`src/hdl/hltp_pkg.sv`:
```
`timescale 1ns / 1ps
// Shared types and constants for the linear-probe hash table.
// No dependencies; used by every hltp_* module and the top level.
package hltp_pkg;

    localparam int TABLE_SIZE_DEF = 128;
    localparam int KEY_W          = 14;
    localparam int AGE_W          = 8;
    localparam int SLOT_W         = 7;

    typedef enum logic [1:0] {
        STATUS_INSERTED = 2'd0,
        STATUS_FULL     = 2'd1,
        STATUS_FOUND    = 2'd2,
        STATUS_MISSING  = 2'd3
    } t_status;

    typedef enum logic [0:0] {
        KIND_INSERT = 1'b0,
        KIND_SEARCH = 1'b1
    } t_kind;

    typedef enum logic [2:0] {
        ST_CLEAR,
        ST_IDLE,
        ST_HASH,
        ST_READ,
        ST_CHECK,
        ST_REPORT
    } t_state;

    // One table entry as held in the slot RAM
    typedef struct packed {
        logic             valid;
        logic [KEY_W-1:0] key;
        logic [AGE_W-1:0] age;
    } t_slot_word;

    localparam int WORD_W = $bits(t_slot_word);

    // One result transaction
    typedef struct packed {
        t_status           status;
        logic [SLOT_W-1:0] slot;
        logic [AGE_W-1:0]  age;
    } t_result;

endpackage

```
`src/hdl/hltp_home_div.sv`:
```
`timescale 1ns / 1ps
// Home slot unit: key modulo TABLE_SIZE by reciprocal multiplication, registered quotient then registered remainder.
// Depends on hltp_pkg.
module hltp_home_div #(
    parameter int TABLE_SIZE = hltp_pkg::TABLE_SIZE_DEF,
    parameter int IDX_W      = $clog2(TABLE_SIZE)
) (
    input  logic                     i_clk,
    input  logic                     i_rst_n,
    input  logic                     i_start,
    input  logic [hltp_pkg::KEY_W-1:0] i_key,
    output logic                     o_done,
    output logic [IDX_W-1:0]         o_rem
);

    // floor(key / TABLE_SIZE) equals (key * RECIP) >> SHIFT for every KEY_W-bit key
    localparam int     SHIFT   = hltp_pkg::KEY_W + IDX_W;
    localparam int     RECIP_W = hltp_pkg::KEY_W + 2;
    localparam int     PROD_W  = hltp_pkg::KEY_W + RECIP_W;
    localparam longint RECIP_L = ((longint'(1) << SHIFT) + longint'(TABLE_SIZE) - 1)
                                 / longint'(TABLE_SIZE);
    localparam logic [RECIP_W-1:0]         RECIP   = RECIP_W'(RECIP_L);
    localparam logic [hltp_pkg::KEY_W-1:0] DIVISOR = hltp_pkg::KEY_W'(TABLE_SIZE);

    logic                       r_stage;
    logic                       r_done;
    logic [hltp_pkg::KEY_W-1:0] r_key;
    logic [hltp_pkg::KEY_W-1:0] r_quot;
    logic [IDX_W-1:0]           r_rem;
    logic [PROD_W-1:0]          prod;
    logic [hltp_pkg::KEY_W-1:0] quot;
    logic [hltp_pkg::KEY_W-1:0] rem_full;

    always_comb begin
        prod     = PROD_W'(i_key) * PROD_W'(RECIP);
        quot     = hltp_pkg::KEY_W'(prod >> SHIFT);
        // quotient times size never exceeds the key, so the product fits
        rem_full = r_key - hltp_pkg::KEY_W'(r_quot * DIVISOR);
    end

    always_ff @(posedge i_clk) begin
        if (!i_rst_n) begin
            r_stage <= 1'b0;
            r_done  <= 1'b0;
        end else begin
            r_stage <= i_start;
            r_done  <= r_stage;
        end
        if (i_start) begin
            r_key  <= i_key;
            r_quot <= quot;
        end
        if (r_stage) begin
            r_rem <= rem_full[IDX_W-1:0];
        end
    end

    assign o_done = r_done;
    assign o_rem  = r_rem;

endmodule

```
`src/hdl/hltp_slot_ram.sv`:
```
`timescale 1ns / 1ps
// Simple dual-port slot RAM, one write and one registered read per cycle.
// Depends on hltp_pkg for default sizes.
module hltp_slot_ram #(
    parameter int DEPTH  = hltp_pkg::TABLE_SIZE_DEF,
    parameter int ADDR_W = $clog2(DEPTH),
    parameter int DATA_W = hltp_pkg::WORD_W
) (
    input  logic              i_clk,
    input  logic              i_we,
    input  logic [ADDR_W-1:0] i_waddr,
    input  logic [DATA_W-1:0] i_wdata,
    input  logic              i_re,
    input  logic [ADDR_W-1:0] i_raddr,
    output logic [DATA_W-1:0] o_rdata
);

    logic [DATA_W-1:0] mem [DEPTH];
    logic [DATA_W-1:0] r_rdata;

    always_ff @(posedge i_clk) begin
        if (i_we) begin
            mem[i_waddr] <= i_wdata;
        end
        if (i_re) begin
            r_rdata <= mem[i_raddr];
        end
    end

    assign o_rdata = r_rdata;

endmodule

```
`src/hdl/hltp_probe_fsm.sv`:
```
`timescale 1ns / 1ps
// Probe sequencer: clearing pass, hashing, read-check-write probe loop,
// occupancy count and result formation. Depends on hltp_pkg.
module hltp_probe_fsm #(
    parameter int TABLE_SIZE = hltp_pkg::TABLE_SIZE_DEF,
    parameter int IDX_W      = $clog2(TABLE_SIZE),
    parameter int CNT_W      = $clog2(TABLE_SIZE + 1)
) (
    input  logic                         i_clk,
    input  logic                         i_rst_n,
    // input transaction
    input  logic                         i_in_valid,
    output logic                         o_in_stall,
    input  logic                         i_kind,
    input  logic [hltp_pkg::KEY_W-1:0]   i_key,
    input  logic [hltp_pkg::AGE_W-1:0]   i_age,
    // home slot unit
    output logic                         o_div_start,
    input  logic                         i_div_done,
    input  logic [IDX_W-1:0]             i_div_rem,
    // slot RAM
    output logic                         o_ram_we,
    output logic [IDX_W-1:0]             o_ram_addr,
    output logic [hltp_pkg::WORD_W-1:0]  o_ram_wdata,
    output logic                         o_ram_re,
    input  logic [hltp_pkg::WORD_W-1:0]  i_ram_rdata,
    // result towards output register
    output logic                         o_res_valid,
    output hltp_pkg::t_result            o_res,
    input  logic                         i_res_ready
);

    localparam logic [IDX_W-1:0] LAST_IDX = IDX_W'(TABLE_SIZE - 1);
    localparam logic [CNT_W-1:0] FULL_CNT = CNT_W'(TABLE_SIZE);

    hltp_pkg::t_state           r_state, n_state;
    logic [IDX_W-1:0]           r_idx, n_idx;
    logic [IDX_W-1:0]           r_step, n_step;
    logic [CNT_W-1:0]           r_count, n_count;
    hltp_pkg::t_kind            r_kind, n_kind;
    logic [hltp_pkg::KEY_W-1:0] r_key, n_key;
    logic [hltp_pkg::AGE_W-1:0] r_age, n_age;
    hltp_pkg::t_result          r_res, n_res;

    hltp_pkg::t_slot_word              rd_word;
    hltp_pkg::t_slot_word              wr_word;
    logic [IDX_W-1:0]                  idx_next;
    logic [IDX_W+hltp_pkg::SLOT_W-1:0] idx_wide;

    always_comb begin
        rd_word     = hltp_pkg::t_slot_word'(i_ram_rdata);
        idx_next    = (r_idx == LAST_IDX) ? '0 : r_idx + 1'b1;
        idx_wide    = {{hltp_pkg::SLOT_W{1'b0}}, r_idx};
        wr_word     = '0;
        n_state     = r_state;
        n_idx       = r_idx;
        n_step      = r_step;
        n_count     = r_count;
        n_kind      = r_kind;
        n_key       = r_key;
        n_age       = r_age;
        n_res       = r_res;
        o_in_stall  = 1'b1;
        o_div_start = 1'b0;
        o_ram_we    = 1'b0;
        o_ram_re    = 1'b0;
        o_res_valid = 1'b0;

        case (r_state)
            hltp_pkg::ST_CLEAR: begin
                o_ram_we = 1'b1;
                n_idx    = idx_next;
                if (r_idx == LAST_IDX) begin
                    n_state = hltp_pkg::ST_IDLE;
                end
            end
            hltp_pkg::ST_IDLE: begin
                o_in_stall = 1'b0;
                if (i_in_valid) begin
                    n_kind      = hltp_pkg::t_kind'(i_kind);
                    n_key       = i_key;
                    n_age       = i_age;
                    o_div_start = 1'b1;
                    n_state     = hltp_pkg::ST_HASH;
                end
            end
            hltp_pkg::ST_HASH: begin
                if (i_div_done) begin
                    n_idx  = i_div_rem;
                    n_step = '0;
                    if (r_kind == hltp_pkg::KIND_INSERT && r_count >= FULL_CNT) begin
                        n_res   = '{hltp_pkg::STATUS_FULL, '0, '0};
                        n_state = hltp_pkg::ST_REPORT;
                    end else begin
                        n_state = hltp_pkg::ST_READ;
                    end
                end
            end
            hltp_pkg::ST_READ: begin
                o_ram_re = 1'b1;
                n_state  = hltp_pkg::ST_CHECK;
            end
            hltp_pkg::ST_CHECK: begin
                if (r_kind == hltp_pkg::KIND_INSERT && !rd_word.valid) begin
                    wr_word  = '{1'b1, r_key, r_age};
                    o_ram_we = 1'b1;
                    n_count  = r_count + 1'b1;
                    n_res    = '{hltp_pkg::STATUS_INSERTED,
                                 idx_wide[hltp_pkg::SLOT_W-1:0], '0};
                    n_state  = hltp_pkg::ST_REPORT;
                end else if (r_kind == hltp_pkg::KIND_SEARCH && !rd_word.valid) begin
                    n_res   = '{hltp_pkg::STATUS_MISSING, '0, '0};
                    n_state = hltp_pkg::ST_REPORT;
                end else if (r_kind == hltp_pkg::KIND_SEARCH && rd_word.key == r_key) begin
                    n_res   = '{hltp_pkg::STATUS_FOUND,
                                idx_wide[hltp_pkg::SLOT_W-1:0], rd_word.age};
                    n_state = hltp_pkg::ST_REPORT;
                end else if (r_step == LAST_IDX) begin
                    // whole table swept
                    if (r_kind == hltp_pkg::KIND_INSERT) begin
                        n_res = '{hltp_pkg::STATUS_FULL, '0, '0};
                    end else begin
                        n_res = '{hltp_pkg::STATUS_MISSING, '0, '0};
                    end
                    n_state = hltp_pkg::ST_REPORT;
                end else begin
                    n_step  = r_step + 1'b1;
                    n_idx   = idx_next;
                    n_state = hltp_pkg::ST_READ;
                end
            end
            hltp_pkg::ST_REPORT: begin
                o_res_valid = 1'b1;
                if (i_res_ready) begin
                    n_state = hltp_pkg::ST_IDLE;
                end
            end
            default: begin
                n_state = hltp_pkg::ST_CLEAR;
                n_idx   = '0;
            end
        endcase
    end

    always_ff @(posedge i_clk) begin
        if (!i_rst_n) begin
            r_state <= hltp_pkg::ST_CLEAR;
            r_idx   <= '0;
            r_count <= '0;
        end else begin
            r_state <= n_state;
            r_idx   <= n_idx;
            r_count <= n_count;
        end
        r_step <= n_step;
        r_kind <= n_kind;
        r_key  <= n_key;
        r_age  <= n_age;
        r_res  <= n_res;
    end

    assign o_ram_addr  = r_idx;
    assign o_ram_wdata = wr_word;
    assign o_res       = r_res;

endmodule

```
`src/hdl/hash_table_linear_probe_unit.sv`:
```
`timescale 1ns / 1ps
// Top level of the linear-probe hash table.
// Depends on hltp_pkg, hltp_home_div, hltp_slot_ram and hltp_probe_fsm.
//
// Open-addressing hash table of TABLE_SIZE slots with linear probing. Each
// input transaction is an insert (kind 0) or a search (kind 1) and yields
// exactly one result transaction: inserted with the slot written, table full,
// found with the slot and stored age, or not found. Keys, ages and valid
// marks live in one synchronous slot RAM. After reset the block runs a
// clearing pass over every RAM slot and holds o_stall high throughout.
// Transactions are handled one at a time: the home slot comes from a
// reciprocal-multiply remainder unit with a registered quotient and a
// registered remainder, then each probe is a RAM read state followed by a
// check state with possible write-back. An insert into a table whose count
// has reached TABLE_SIZE returns table full without probing. A finished
// result sits in an output register, so a new transaction is taken while
// the previous result still waits to be drained.
module hash_table_linear_probe_unit #(
    parameter int TABLE_SIZE = hltp_pkg::TABLE_SIZE_DEF
) (
    input  logic                         i_clk,
    input  logic                         i_rst_n,
    // request channel
    input  logic                         i_valid,
    output logic                         o_stall,
    input  logic                         i_kind,
    input  logic [hltp_pkg::KEY_W-1:0]   i_key,
    input  logic [hltp_pkg::AGE_W-1:0]   i_age,
    // result channel
    output logic                         o_valid,
    input  logic                         i_stall,
    output logic [1:0]                   o_status,
    output logic [hltp_pkg::SLOT_W-1:0]  o_slot,
    output logic [hltp_pkg::AGE_W-1:0]   o_age_out
);

    localparam int IDX_W = $clog2(TABLE_SIZE);
    localparam int CNT_W = $clog2(TABLE_SIZE + 1);

    logic                        div_start, div_done;
    logic [IDX_W-1:0]            div_rem;
    logic                        ram_we, ram_re;
    logic [IDX_W-1:0]            ram_addr;
    logic [hltp_pkg::WORD_W-1:0] ram_wdata, ram_rdata;
    logic                        res_valid, res_ready;
    hltp_pkg::t_result           res;

    // output register
    logic                        r_out_valid, n_out_valid;
    hltp_pkg::t_result           r_out, n_out;

    hltp_home_div #(
        .TABLE_SIZE (TABLE_SIZE),
        .IDX_W      (IDX_W)
    ) u_home_div (
        .i_clk   (i_clk),
        .i_rst_n (i_rst_n),
        .i_start (div_start),
        .i_key   (i_key),
        .o_done  (div_done),
        .o_rem   (div_rem)
    );

    // Only one RAM access per cycle is issued, so the single address bus
    // serves both ports; reads and writes of one slot never overlap.
    hltp_slot_ram #(
        .DEPTH  (TABLE_SIZE),
        .ADDR_W (IDX_W),
        .DATA_W (hltp_pkg::WORD_W)
    ) u_slot_ram (
        .i_clk   (i_clk),
        .i_we    (ram_we),
        .i_waddr (ram_addr),
        .i_wdata (ram_wdata),
        .i_re    (ram_re),
        .i_raddr (ram_addr),
        .o_rdata (ram_rdata)
    );

    hltp_probe_fsm #(
        .TABLE_SIZE (TABLE_SIZE),
        .IDX_W      (IDX_W),
        .CNT_W      (CNT_W)
    ) u_probe_fsm (
        .i_clk       (i_clk),
        .i_rst_n     (i_rst_n),
        .i_in_valid  (i_valid),
        .o_in_stall  (o_stall),
        .i_kind      (i_kind),
        .i_key       (i_key),
        .i_age       (i_age),
        .o_div_start (div_start),
        .i_div_done  (div_done),
        .i_div_rem   (div_rem),
        .o_ram_we    (ram_we),
        .o_ram_addr  (ram_addr),
        .o_ram_wdata (ram_wdata),
        .o_ram_re    (ram_re),
        .i_ram_rdata (ram_rdata),
        .o_res_valid (res_valid),
        .o_res       (res),
        .i_res_ready (res_ready)
    );

    // Result moves in when the register is empty or being drained this cycle
    assign res_ready = !r_out_valid || !i_stall;

    always_comb begin
        n_out_valid = r_out_valid;
        n_out       = r_out;
        if (res_valid && res_ready) begin
            n_out_valid = 1'b1;
            n_out       = res;
        end else if (r_out_valid && !i_stall) begin
            n_out_valid = 1'b0;
        end
    end

    always_ff @(posedge i_clk) begin
        if (!i_rst_n) begin
            r_out_valid <= 1'b0;
        end else begin
            r_out_valid <= n_out_valid;
        end
        r_out <= n_out;
    end

    assign o_valid   = r_out_valid;
    assign o_status  = r_out.status;
    assign o_slot    = r_out.slot;
    assign o_age_out = r_out.age;

endmodule

```
`config.mk`:
```
export PLATFORM = sky130hd
export DESIGN_NAME = hash_table_linear_probe_unit
export DESIGN_NICKNAME = d
export VERILOG_FILES = /design/src/hdl/hltp_pkg.sv /design/src/hdl/hltp_home_div.sv /design/src/hdl/hltp_slot_ram.sv /design/src/hdl/hltp_probe_fsm.sv /design/src/hdl/hash_table_linear_probe_unit.sv
export SDC_FILE = /design/constraint.sdc
export NUM_CORES = 2
export LEC_CHECK = 0
export BUFFER_PORTS_ARGS = -buffer_cell sky130_fd_sc_hd__buf_2
export CAP_MARGIN = 20
export CORE_UTILIZATION = 51
export CTS_BUF_LIST = sky130_fd_sc_hd__clkbuf_4 sky130_fd_sc_hd__clkbuf_8
export DETAILED_ROUTE_END_ITERATION = 7
export GPL_ROUTABILITY_DRIVEN = 1
export PLACE_DENSITY = 0.63
export SLEW_MARGIN = 0
export SYNTH_ARGS = -nofsm -noshare
export SYNTH_HDL_FRONTEND = slang
export SYNTH_HIERARCHICAL = 1
export SYNTH_SLANG_ARGS = --single-unit
export TNS_END_PERCENT = 1
```
`constraint.sdc`:
```
create_clock -name i_clk -period 6.2 [get_ports i_clk]
set_clock_uncertainty 0.1 [all_clocks]
set_input_delay 0.62 -clock i_clk [delete_from_list [all_inputs] [get_ports i_clk]]
set_output_delay 0.62 -clock i_clk [all_outputs]
set_load 0.005 [all_outputs]
```
==> results_dict.tcl <==
set metrics [dict create \
    clkSinkCount 3066 \
    slew_headroom_pct 26.9 \
    layout-drive-gt1-share_pct 38.3 \
    grt_max_degree 137 \
    final_common_cell "edfxtp_1" \
    max-cap-violations 0 \
    finalInstanceArea_mm2 0.132 \
    min_path_cells 2 \
    power_mw 40.6 \
    cpMaxStageDelayCell "o21ai_0" \
    endpoint_kind "flip-flop" \
    worst_pin_slew_ns 1.09 \
    finalSetupTns_ns 0 \
    via_per_inst 6.41 \
    ios 46 \
    first_pass_iters 6 \
    areaGrowthSynthToFinish_pct 13.0 \
    dp_hpwl_mm 164 \
    cts_root_buf "clkbuf_8" \
    worstPathMaxFanout 23 \
    async_reset_ff_share_pct 0 \
    fin_cells 8643 \
    coreArea_mm2 0.228 \
    gr-total-overflow 0 \
    synth_area_mm2 0.117 \
    ir_drop_mv 0.263 \
    rsz0062_at_grt "false" \
    syn_avg_cell_area_um2 25.0 \
    cts_tree "done" \
    vias 55400 \
    insertion_delay_ns 1.16 \
    wl_per_cell_um 34.9 \
    status "finished, final reports clean" \
    power.density_mw_per_mm2 307 \
    synth_ff_type "edfxtp_1" \
    htreeDepth 5 \
    route.detailed.drc 0 \
    slew_viol_final 0 \
    dp.cells 7723 \
    yosys_register_bits 3066 \
    seq_area_mm2 0.0919 \
    crit_buf_inv 3 \
    drt.antenna.violating_nets 0 \
    nNetsFinal 5272 \
    critPathKind "flip-flop to flip-flop" \
    grt_pass1_vias 55400 \
    gp_congestion 0.879 \
    grt_usage_pct 26.5 \
    hold_path_class "input port to flip-flop" \
    max_freq_mhz 229 \
    die_y_um 481 \
    path_common_cell "buf_4" \
    ys_warn_count 6 \
    initial_core_util_pct 51.4 \
    cts_setup_buffers 0 \
    seq_area_frac_synth_pct 78.5 \
    path_depth 8 \
    die_w_um 481 \
    cp_top_family "buffers and inverters" \
    clk_pin_slew_ns 0.06 \
    reg2reg_depth 8 \
    syn_inst 4685 \
    min_period_ns 4.37 \
    critPathMaxStageDelay_ns 0.73 \
    setup_viol 0 \
    tritoncts.num_buffers 485 \
    synthesis.nets 4716 \
    port_buffers 45 \
    path_cells "buf_4 > buf_4 > nand4_1 > o21ai_0 > o2111ai_1 > a21o_1 > a21oi_1 > dlygate4sd3_1" \
    grt_pass1_wl_mm 423 \
    clockBufferDepth 4 \
    drt_iter0_drc 7396 \
    synth_edf_count 3045 \
    die_area_mm2 0.231 \
    fin_crit_sh_pct 70.4 \
    finalWirelength_mm 302 \
    cp.arrival_ns 5.36 \
    worstPathRequired_ns 7.19 \
    placed_area_mm2 0.122 \
    leakagePower_nw 35.2 \
    rows 175 \
    most-common-layout-cells "edfxtp_1, mux4_2, clkbuf_8" \
    cp-start-kind "flip-flop" \
    multi_input_area_mm2 0.0246 \
    fillers 16200 \
    antenna_found_initial 32 \
    yosysUniqueCellTypes 52 \
    hold_viol_final 0 \
]
## registers in the layout (all words and copies together), names as in the netlist
register	count
u_home_div/o_rem	7
u_home_div/r_stage	1
u_slot_ram/o_rdata	23
o_slot	7
u_probe_fsm/o_ram_addr	7
u_probe_fsm/r_count	8
u_home_div/o_done	1
u_probe_fsm/o_res	17
o_valid	1
u_probe_fsm/r_step	7
u_probe_fsm/r_state	3
o_status	2
u_slot_ram/mem	2944
u_probe_fsm/r_age	8
u_probe_fsm/r_kind	1
u_home_div/r_key	7
u_probe_fsm/r_key	14
o_age_out	8
## path summary, 6_finish.rpt
| check | from | endpoint | slack, ns |
|---|---|---|---|
| setup / recovery | u_probe_fsm/o_ram_addr[3] | u_probe_fsm/r_state[0] | 1.83 |
| hold / removal | i_key[11] | u_probe_fsm/r_key[11] | 0.13 |
| setup reg to reg | u_probe_fsm/o_ram_addr[3] | u_probe_fsm/r_state[0] | 1.83 |
| hold reg to reg | u_probe_fsm/o_res[11] | o_slot[3] | 0.32 |
## layout make-up
type / count / area share, %
Multi-Input combinational cell: 1371 / 18.6
Sequential cell: 3066 / 69.5
Tap cell: 3009 / 2.85
Clock buffer: 651 / 6.05
Antenna cell: 18 / 0.0341
Inverter: 8 / 0.0227
Timing Repair Buffer: 309 / 2.06
Clock inverter: 211 / 0.889
## Yosys cell counts, types with 2 or more instances
cell type | instances | area share, %
dfxtp_1 | 21 | 0.36
o21a_1 | 2 | 0.013
o2111ai_1 | 5 | 0.037
a21o_1 | 2 | 0.013
xor2_1 | 7 | 0.052
nand2b_1 | 6 | 0.032
buf_1 | 20 | 0.064
nor2b_1 | 16 | 0.086
o211ai_1 | 3 | 0.019
buf_6 | 6 | 0.058
mux2_2 | 23 | 0.22
mux2i_1 | 2 | 0.017
nand4_1 | 15 | 0.080
a21oi_1 | 7 | 0.030
nand3_1 | 20 | 0.086
o21ai_0 | 13 | 0.056
nor2_1 | 143 | 0.46
o31ai_1 | 3 | 0.019
ha_1 | 4 | 0.043
inv_1 | 8 | 0.026
edfxtp_1 | 3045 | 78
buf_2 | 74 | 0.32
nand2_1 | 38 | 0.12
clkbuf_1 | 139 | 0.45
or3_1 | 2 | 0.011
nor3_1 | 10 | 0.043
o41ai_1 | 2 | 0.015
a31oi_1 | 2 | 0.011
mux4_2 | 966 | 19
and2_1 | 36 | 0.19
and3_1 | 7 | 0.037
xnor2_1 | 18 | 0.13
## layer usage
metal	GRT usage (%)	routed length, um
met1	39.0	120000
met2	40.6	143000
met3	5.43	30400
met4	7.83	8300
met5	0	9
## timing repair
item	CTS	global route
resized for setup	0	0
hold buffers	35	0
endpoints found under the hold margin	61	0
## logic make-up after synthesis
logic type,after synthesis,share of synthesized area [%]
adders and majority gates,4,0.0428
and+or+nand+nor,302,1.23
xor gates and xnor gates,25,0.187
muxes,991,18.8
DFF,3066,78.5
buffers and inverters,248,0.916
AOI/OAI and AO/OA,49,0.294
## stage by stage
step	hold WS [ns]	util, %	setup WS [ns]
floorplan	0.300	-	0.529
global placement	0.303	53.8	2.07
detailed placement	0.305	53.8	2.07
CTS	0.0127	58.0	1.90
global route	0.0688	58.0	1.59
finish	0.132	58.0	1.83
## report_power, final
group          internal, mW  switching, mW  total [mW]
combinational         0.745          0.892        1.64
sequential             22.5         0.0401        22.6
clock                  8.73           7.64        16.4
total                  32.0           8.57        40.6
Note: power is estimated with default switching activity, not from simulation.
